## src/rtl/sqcq_pkg.sv

```systemverilog
// Shared types, constants and helpers for the submission/completion queue pair.
// Depends on nothing; used by the top level, the ring memory user and the checker.
package sqcq_pkg;

  localparam int QUEUE_DEPTH = 8;
  localparam int IDX_W       = (QUEUE_DEPTH > 1) ? $clog2(QUEUE_DEPTH) : 1;
  localparam int ADDR_W      = 48;
  localparam int FILL_W      = 8;
  localparam int CMD_W       = 16;

  localparam logic MODE_SUBMIT   = 1'b0;
  localparam logic MODE_DOORBELL = 1'b1;

  localparam logic KIND_ANSWER     = 1'b0;
  localparam logic KIND_COMPLETION = 1'b1;

  typedef struct packed {
    logic [ADDR_W-1:0] buffer;
    logic [FILL_W-1:0] fill;
    logic [CMD_W-1:0]  id;
  } sq_entry_t;

  localparam int ENTRY_W = $bits(sq_entry_t);

  typedef enum logic {
    S_IDLE,
    S_FETCH
  } state_t;

  localparam logic [IDX_W-1:0] LAST_IDX = IDX_W'(QUEUE_DEPTH - 1);

  function automatic logic [IDX_W-1:0] advance(input logic [IDX_W-1:0] i);
    logic [IDX_W-1:0] r;
    if (i == LAST_IDX) begin
      r = '0;
    end else begin
      r = i + IDX_W'(1);
    end
    return r;
  endfunction

endpackage

```

## src/rtl/sqcq_ram.sv

```systemverilog
// Simple dual-port synchronous RAM, one write and one read port, registered read.
// Depends on nothing; holds the submission ring entries.
module sqcq_ram #(
  parameter int WIDTH = 72,
  parameter int DEPTH = 8,
  parameter int AW    = (DEPTH > 1) ? $clog2(DEPTH) : 1
) (
  input  logic             clk,
  input  logic             we,
  input  logic [AW-1:0]    waddr,
  input  logic [WIDTH-1:0] wdata,
  input  logic             re,
  input  logic [AW-1:0]    raddr,
  output logic [WIDTH-1:0] rdata
);

  logic [WIDTH-1:0] mem [DEPTH];

  always_ff @(posedge clk) begin
    if (we) begin
      mem[waddr] <= wdata;
    end
  end

  always_ff @(posedge clk) begin
    if (re) begin
      rdata <= mem[raddr];
    end
  end

endmodule

```

## src/rtl/submission_completion_queue_pair_unit.sv

```systemverilog
// Submission/completion queue pair: submission ring store, doorbell drain, result register.
// Depends on sqcq_pkg and sqcq_ram.
// A submit item yields one answer item (stored with its command id, or refused when the
// ring holds QUEUE_DEPTH-1 entries). A doorbell item with n pending entries yields n
// completion items: the first entry is read from the ring memory, then one completion item
// per cycle while the result register is free, paced by the single registered read port.
// A doorbell with nothing pending yields no item. Input is stalled while a drain runs or
// while the result register holds an item that is not being taken.
module submission_completion_queue_pair_unit (
  input  logic                           clk,
  input  logic                           rst,
  input  logic                           req_valid,
  output logic                           req_stall,
  input  logic                           mode,
  input  logic [sqcq_pkg::ADDR_W-1:0]    lba,
  input  logic [sqcq_pkg::ADDR_W-1:0]    buffer_address,
  output logic                           rsp_valid,
  input  logic                           rsp_stall,
  output logic                           kind,
  output logic                           accepted,
  output logic [sqcq_pkg::CMD_W-1:0]     cmd_tag,
  output logic [sqcq_pkg::IDX_W-1:0]     sq_head_now,
  output logic                           phase,
  output logic [sqcq_pkg::IDX_W-1:0]     cq_slot,
  output logic [sqcq_pkg::ADDR_W-1:0]    dma_address,
  output logic [sqcq_pkg::FILL_W-1:0]    fill_byte,
  output logic                           last
);

  sqcq_pkg::state_t state, state_next;

  logic [sqcq_pkg::IDX_W-1:0] sq_tail, sq_tail_next;
  logic [sqcq_pkg::IDX_W-1:0] sq_head, sq_head_next;
  logic [sqcq_pkg::IDX_W-1:0] pub_tail, pub_tail_next;
  logic [sqcq_pkg::IDX_W-1:0] cq_tail, cq_tail_next;
  logic [sqcq_pkg::CMD_W-1:0] next_cmd, next_cmd_next;
  logic                       phase_bit, phase_bit_next;

  logic                       slot_free;
  logic                       accept;
  logic                       load;
  logic                       ram_we;
  logic                       ram_re;
  logic [sqcq_pkg::IDX_W-1:0] ram_raddr;
  sqcq_pkg::sq_entry_t        wr_entry;
  sqcq_pkg::sq_entry_t        rd_entry;

  logic                        kind_next;
  logic                        accepted_next;
  logic [sqcq_pkg::CMD_W-1:0]  cmd_tag_next;
  logic [sqcq_pkg::IDX_W-1:0]  sq_head_now_next;
  logic                        phase_next;
  logic [sqcq_pkg::IDX_W-1:0]  cq_slot_next;
  logic [sqcq_pkg::ADDR_W-1:0] dma_address_next;
  logic [sqcq_pkg::FILL_W-1:0] fill_byte_next;
  logic                        last_next;

  assign slot_free = !rsp_valid || !rsp_stall;
  assign req_stall = !((state == sqcq_pkg::S_IDLE) && slot_free);
  assign accept    = req_valid && !req_stall;

  assign wr_entry.buffer = buffer_address;
  assign wr_entry.fill   = lba[sqcq_pkg::FILL_W-1:0];
  assign wr_entry.id     = next_cmd;

  sqcq_ram #(
    .WIDTH (sqcq_pkg::ENTRY_W),
    .DEPTH (sqcq_pkg::QUEUE_DEPTH)
  ) u_ring (
    .clk   (clk),
    .we    (ram_we),
    .waddr (sq_tail),
    .wdata (wr_entry),
    .re    (ram_re),
    .raddr (ram_raddr),
    .rdata (rd_entry)
  );

  always_comb begin
    state_next       = state;
    sq_tail_next     = sq_tail;
    sq_head_next     = sq_head;
    pub_tail_next    = pub_tail;
    cq_tail_next     = cq_tail;
    next_cmd_next    = next_cmd;
    phase_bit_next   = phase_bit;
    ram_we           = 1'b0;
    ram_re           = 1'b0;
    ram_raddr        = sq_head;
    load             = 1'b0;
    kind_next        = sqcq_pkg::KIND_ANSWER;
    accepted_next    = 1'b0;
    cmd_tag_next     = '0;
    sq_head_now_next = '0;
    phase_next       = 1'b0;
    cq_slot_next     = '0;
    dma_address_next = '0;
    fill_byte_next   = '0;
    last_next        = 1'b1;

    unique case (state)
      sqcq_pkg::S_IDLE: begin
        if (accept) begin
          if (mode == sqcq_pkg::MODE_SUBMIT) begin
            load = 1'b1;
            if (sqcq_pkg::advance(sq_tail) != sq_head) begin
              ram_we          = 1'b1;
              accepted_next   = 1'b1;
              cmd_tag_next    = next_cmd;
              next_cmd_next   = next_cmd + sqcq_pkg::CMD_W'(1);
              sq_tail_next    = sqcq_pkg::advance(sq_tail);
            end
          end else begin
            pub_tail_next = sq_tail;
            if (sq_head != sq_tail) begin
              ram_re     = 1'b1;
              state_next = sqcq_pkg::S_FETCH;
            end
          end
        end
      end
      sqcq_pkg::S_FETCH: begin
        if (slot_free) begin
          load             = 1'b1;
          sq_head_next     = sqcq_pkg::advance(sq_head);
          cq_tail_next     = sqcq_pkg::advance(cq_tail);
          if (cq_tail == sqcq_pkg::LAST_IDX) begin
            phase_bit_next = !phase_bit;
          end
          kind_next        = sqcq_pkg::KIND_COMPLETION;
          accepted_next    = 1'b1;
          cmd_tag_next     = rd_entry.id;
          sq_head_now_next = sq_head_next;
          phase_next       = phase_bit;
          cq_slot_next     = cq_tail;
          dma_address_next = rd_entry.buffer;
          fill_byte_next   = rd_entry.fill;
          last_next        = (sq_head_next == pub_tail);
          if (sq_head_next == pub_tail) begin
            state_next = sqcq_pkg::S_IDLE;
          end else begin
            ram_re    = 1'b1;
            ram_raddr = sq_head_next;
          end
        end
      end
      default: begin
        state_next = sqcq_pkg::S_IDLE;
      end
    endcase
  end

  always_ff @(posedge clk) begin
    if (rst) begin
      state     <= sqcq_pkg::S_IDLE;
      sq_tail   <= '0;
      sq_head   <= '0;
      pub_tail  <= '0;
      cq_tail   <= '0;
      next_cmd  <= '0;
      phase_bit <= 1'b1;
      rsp_valid <= 1'b0;
    end else begin
      state     <= state_next;
      sq_tail   <= sq_tail_next;
      sq_head   <= sq_head_next;
      pub_tail  <= pub_tail_next;
      cq_tail   <= cq_tail_next;
      next_cmd  <= next_cmd_next;
      phase_bit <= phase_bit_next;
      if (load) begin
        rsp_valid <= 1'b1;
      end else if (!rsp_stall) begin
        rsp_valid <= 1'b0;
      end
    end
  end

  always_ff @(posedge clk) begin
    if (load) begin
      kind        <= kind_next;
      accepted    <= accepted_next;
      cmd_tag     <= cmd_tag_next;
      sq_head_now <= sq_head_now_next;
      phase       <= phase_next;
      cq_slot     <= cq_slot_next;
      dma_address <= dma_address_next;
      fill_byte   <= fill_byte_next;
      last        <= last_next;
    end
  end

endmodule

```

## config.mk

```make
export PLATFORM = sky130hd
export DESIGN_NAME = submission_completion_queue_pair_unit
export DESIGN_NICKNAME = d
export VERILOG_FILES = /design/src/rtl/sqcq_pkg.sv /design/src/rtl/sqcq_ram.sv /design/src/rtl/submission_completion_queue_pair_unit.sv
export SDC_FILE = /design/constraint.sdc
export NUM_CORES = 1
export LEC_CHECK = 0
export BUFFER_PORTS_ARGS = -buffer_cell sky130_fd_sc_hd__clkbuf_2
export CORE_MARGIN = 5
export CORE_UTILIZATION = 45
export DETAILED_ROUTE_END_ITERATION = 10
export HOLD_SLACK_MARGIN = 0.1
export SLEW_MARGIN = 20
export SYNTH_ARGS = -nofsm -noshare
export SYNTH_HDL_FRONTEND = slang
export SYNTH_SLANG_ARGS = --single-unit
```

## constraint.sdc

```tcl
create_clock -name clk -period 20.7 [get_ports clk]
set_input_delay 4.14 -clock clk [delete_from_list [all_inputs] [get_ports clk]]
set_output_delay 4.14 -clock clk [all_outputs]
set_load 0.005 [all_outputs]
```

==> run_summary.xml <==
<?xml version="1.0" encoding="UTF-8"?>
<metrics>
  <group name="flow_run">
    <metric name="number_of_violations_of_the_max_capacitance_limit" unit="">0</metric>
  </group>
  <group name="routing">
    <metric name="drt_iter0_markers" unit="">1542</metric>
    <metric name="drt-total-wl" unit="um">76130</metric>
    <metric name="via_per_inst" unit="">5.952</metric>
    <metric name="route.antenna.remaining_nets" unit="">0</metric>
    <metric name="routed-via-count" unit="">17900</metric>
    <metric name="drt_pre_antenna_iters" unit="">5</metric>
    <metric name="route.detailed.wl_per_inst" unit="um">25.31</metric>
    <metric name="residual_drc" unit="">0</metric>
  </group>
  <group name="power_and_ir_drop">
    <metric name="ir_worst_vdd" unit="mV">0.05805</metric>
    <metric name="power_density" unit="mW/mm2">96.95</metric>
    <metric name="standby_leakage_power" unit="nW">12.07</metric>
  </group>
  <group name="timing">
    <metric name="final-setup-viol-count" unit="">0</metric>
    <metric name="max_slew.worst_pin.slew" unit="ns">1.014</metric>
    <metric name="timing.max_slew.rel_slack" unit="%">32.23</metric>
    <metric name="final.min_clock_period" unit="ns">8.806</metric>
    <metric name="post-route-period-util" unit="%">42.54</metric>
    <metric name="unrepaired_setup_endpoints_after_global_routing" unit="">no</metric>
    <metric name="clock_skew" unit="ns">0.01335</metric>
    <metric name="post-route-worst-setup-slack" unit="ns">11.89</metric>
    <metric name="fmax" unit="MHz">113.6</metric>
    <metric name="timing.final.max_slew_violations" unit="">0</metric>
    <metric name="timing_hold_violations_final" unit="">0</metric>
    <metric name="timing.setup.tns" unit="ns">0</metric>
  </group>
  <group name="die">
    <metric name="die_area" unit="mm2">0.07379</metric>
    <metric name="fp-row-count" unit="">96</metric>
    <metric name="starting_density_of_the_core" unit="%">45.15</metric>
    <metric name="std_cell_core_area" unit="mm2">0.06823</metric>
    <metric name="top_level_ports" unit="">185</metric>
    <metric name="dieHeight" unit="um">271.7</metric>
    <metric name="fp.dieW" unit="um">271.7</metric>
  </group>
  <group name="worst_setup_path">
    <metric name="critPathArrivalTime" unit="ns">4.67</metric>
    <metric name="crit_chain" unit="">clkbuf_2, a21oi_1, inv_1, clkbuf_2</metric>
    <metric name="critical_path.max_stage_delay" unit="ns">0.25</metric>
    <metric name="rrSetupSlack" unit="ns">14.89</metric>
    <metric name="worst-path-max-fanout" unit="">4</metric>
    <metric name="cp-start-kind" unit="">input port</metric>
    <metric name="critical_path_class" unit="">in -&gt; out</metric>
    <metric name="critical_path_required" unit="ns">16.56</metric>
    <metric name="setup.worst_path.end_class" unit="">output port</metric>
    <metric name="crit_path_frequent_cell" unit="">clkbuf_2</metric>
    <metric name="slowest_stage" unit="">a21oi_1</metric>
  </group>
  <group name="final_layout">
    <metric name="post_layout_nonfiller_instances" unit="">3008</metric>
    <metric name="filler_cell_count" unit="">5630</metric>
    <metric name="area_growth_syn_to_layout" unit="%">13.50</metric>
    <metric name="layout-drive-gt1-share" unit="%">18.38</metric>
    <metric name="num-nets-final" unit="">2162</metric>
  </group>
  <group name="synth">
    <metric name="synth_seq_cells" unit="">761</metric>
    <metric name="edff_count_synth" unit="">730</metric>
    <metric name="synth.yosys.warnings" unit="">0</metric>
    <metric name="synth_top_cell_area_share" unit="%">71.16</metric>
    <metric name="seq_area_frac_synth" unit="%">73.17</metric>
    <metric name="synth_async_sr_flop_share" unit="%">0</metric>
    <metric name="synth_area_leader_cell" unit="">edfxtp_1</metric>
    <metric name="synthMostInstantiatedCell" unit="">edfxtp_1</metric>
    <metric name="synthTopCellsByArea" unit="">edfxtp_1, and3_1, a21boi_0, a221oi_1, a221oi_2</metric>
    <metric name="synth_flop_cell" unit="">edfxtp_1</metric>
    <metric name="syn-mean-instance-area" unit="um2">15.60</metric>
    <metric name="netlist_instances" unit="">1975</metric>
    <metric name="post_synth_most_frequent_cells" unit="">edfxtp_1, and3_1, a21boi_0, o21ai_0, a221oi_1</metric>
    <metric name="synth.distinct_cells" unit="">53</metric>
    <metric name="post_synth_net_total" unit="">2083</metric>
    <metric name="synthesis.area" unit="mm2">0.03081</metric>
  </group>
  <group name="clock_network">
    <metric name="cts_tree" unit="">done</metric>
    <metric name="cts_max_level" unit="">3</metric>
    <metric name="clk_pin_slew_worst_paths" unit="ns">0.06</metric>
    <metric name="clockBufferDepth" unit="">3</metric>
    <metric name="cts_resized" unit="">0</metric>
    <metric name="postCtsSetupBuffers" unit="">0</metric>
    <metric name="clock_sink_count" unit="">761</metric>
    <metric name="number_of_buffers_inserted_during_clock_tree_synthesis" unit="">81</metric>
    <metric name="cts.hold.buffers_added" unit="">0</metric>
    <metric name="clock_latency" unit="ns">0.61</metric>
    <metric name="cts-root-buf" unit="">clkbuf_16</metric>
  </group>
  <group name="grt">
    <metric name="grt_max_degree" unit="">200</metric>
    <metric name="gr-total-overflow" unit="">0</metric>
    <metric name="grt_pass1_vias" unit="">17850</metric>
    <metric name="globalRouteTotalUtil" unit="%">20.23</metric>
    <metric name="grt_first_pass_wirelength" unit="um">114300</metric>
    <metric name="antenna_found_initial" unit="">9</metric>
  </group>
  <group name="placed_design">
    <metric name="dp.cells" unit="">2853</metric>
    <metric name="count_of_buffers_from_port_buffering" unit="">144</metric>
    <metric name="gp_congestion" unit="">0.7459</metric>
    <metric name="detailed_place_hpwl" unit="um">35770</metric>
    <metric name="pre_cts_worst_setup_slack" unit="ns">11.26</metric>
  </group>
  <group name="worst_hold_path">
    <metric name="hp-class" unit="">reg -&gt; reg</metric>
  </group>
  <group name="run_status">
    <metric name="run_status" unit="">complete, no violations</metric>
  </group>
</metrics>
## cells by family (layout without fill, tap and decap cells)
group,count (synthesis),after routing,share of synthesized area [%]
AO/OA/AOI/OAI,553,553,14.29
buffers and inverters,189,336,2.904
XOR/XNOR,24,24,0.6823
multiplexers,3,3,0.09748
other,0,4,0
adder cells (fa/ha/maj),7,7,0.2843
AND/OR/NAND/NOR,438,438,8.574
flip-flops,761,761,73.17
## routing by layer
| metal | wire [um] | track usage, % | up-vias | part of all wire (%) |
|---|---|---|---|---|
| met3 | 4570 | 3.783 | 94 | 6.0 |
| met1 | 33550 | 27.79 | 9184 | 44 |
| met4 | 1321 | 5.418 | 6 | 1.7 |
| met5 | 41 | 0 | - | 0.054 |
| met2 | 36650 | 33.49 | 488 | 48 |
| li1 | - | - | 8131 | - |
## state kept, by name, indices dropped and copies added (netlist names), 3 cells and up
name and cells:
cmd_tag 16, cq_slot 3, cq_tail 3, dma_address 48
fill_byte 8, next_cmd 16, pub_tail 3, sq_head 3
sq_head_now 3, sq_tail 3, u_ring.mem 576, u_ring.rdata 72
## worst max-delay path, delay by kind of cell
kind,cells,cell delay (ns)
buffers and inverters,3,0.27
AOI/OAI and AO/OA,1,0.25
## final timing paths
check | startpoint | to | cells after the start
max | rsp_stall | req_stall | 4
min | cq_tail[1] | cq_tail[1] | 2
max reg2reg | sq_head[0] | u_ring.rdata[38] | 10
min reg2reg | cq_tail[1] | cq_tail[1] | 2
## layout make-up
type | instances | area (um2) | share of cell area (%)
Sequential cell | 761 | 22540 | 64.47
Multi-Input combinational cell | 1025 | 7501 | 21.45
Clock buffer | 100 | 2223 | 6.359
Tap cell | 882 | 1104 | 3.156
Timing Repair Buffer | 180 | 1003 | 2.870
Clock inverter | 51 | 563.0 | 1.610
Inverter | 5 | 18.77 | 0.05368
Antenna cell | 4 | 10.01 | 0.02863
## layout by cell type, fill, tap and decap left out, types with 3 or more instances in the layout
cell type | netlist | routed
a21boi_0 | 144 | 144
a21oi_1 | 15 | 15
a221oi_1 | 93 | 93
a221oi_2 | 51 | 51
a22o_1 | 16 | 16
and2_1 | 64 | 63
and3_1 | 292 | 292
buf_4 | 5 | 35
bufinv_16 | 0 | 12
clkbuf_1 | 90 | 11
clkbuf_16 | 0 | 85
clkbuf_2 | 7 | 144
clkbuf_8 | 0 | 4
clkinv_1 | 0 | 13
clkinv_2 | 0 | 18
clkinvlp_4 | 0 | 5
dfxtp_1 | 31 | 31
diode_2 | 0 | 4
edfxtp_1 | 730 | 730
ha_1 | 7 | 7
inv_1 | 4 | 3
mux2i_1 | 3 | 3
nand2_1 | 29 | 25
nand3_1 | 5 | 5
nand4_1 | 5 | 5
nor2_1 | 21 | 20
o21ai_0 | 119 | 119
o21ai_1 | 28 | 28
o311ai_1 | 72 | 72
xnor2_1 | 9 | 9
xor2_1 | 15 | 15
## power by group
part	total (W)	leakage [nW]	switching [W]	internal, W
clock	0.00150	1.36	0.000583	0.000914
sequential	0.00174	7.09	0.0000113	0.00173
combinational	0.000153	3.62	0.000102	0.0000508
total	0.00339	12.1	0.000697	0.00269
## per-stage QoR
stage               area [um2]  util (%)  hold WS [ns]  power, W
floorplan                30810         -        0.4440  0.001865
global placement         32160     47.14        0.4616  0.001922
detailed placement       32160     47.14        0.4815  0.001928
CTS                      34950     51.23        0.4894  0.003424
global route             34960     51.24        0.5208  0.003501
finish                   34960     51.25        0.4904  0.003390
Note: power is estimated with default switching activity, not from simulation.
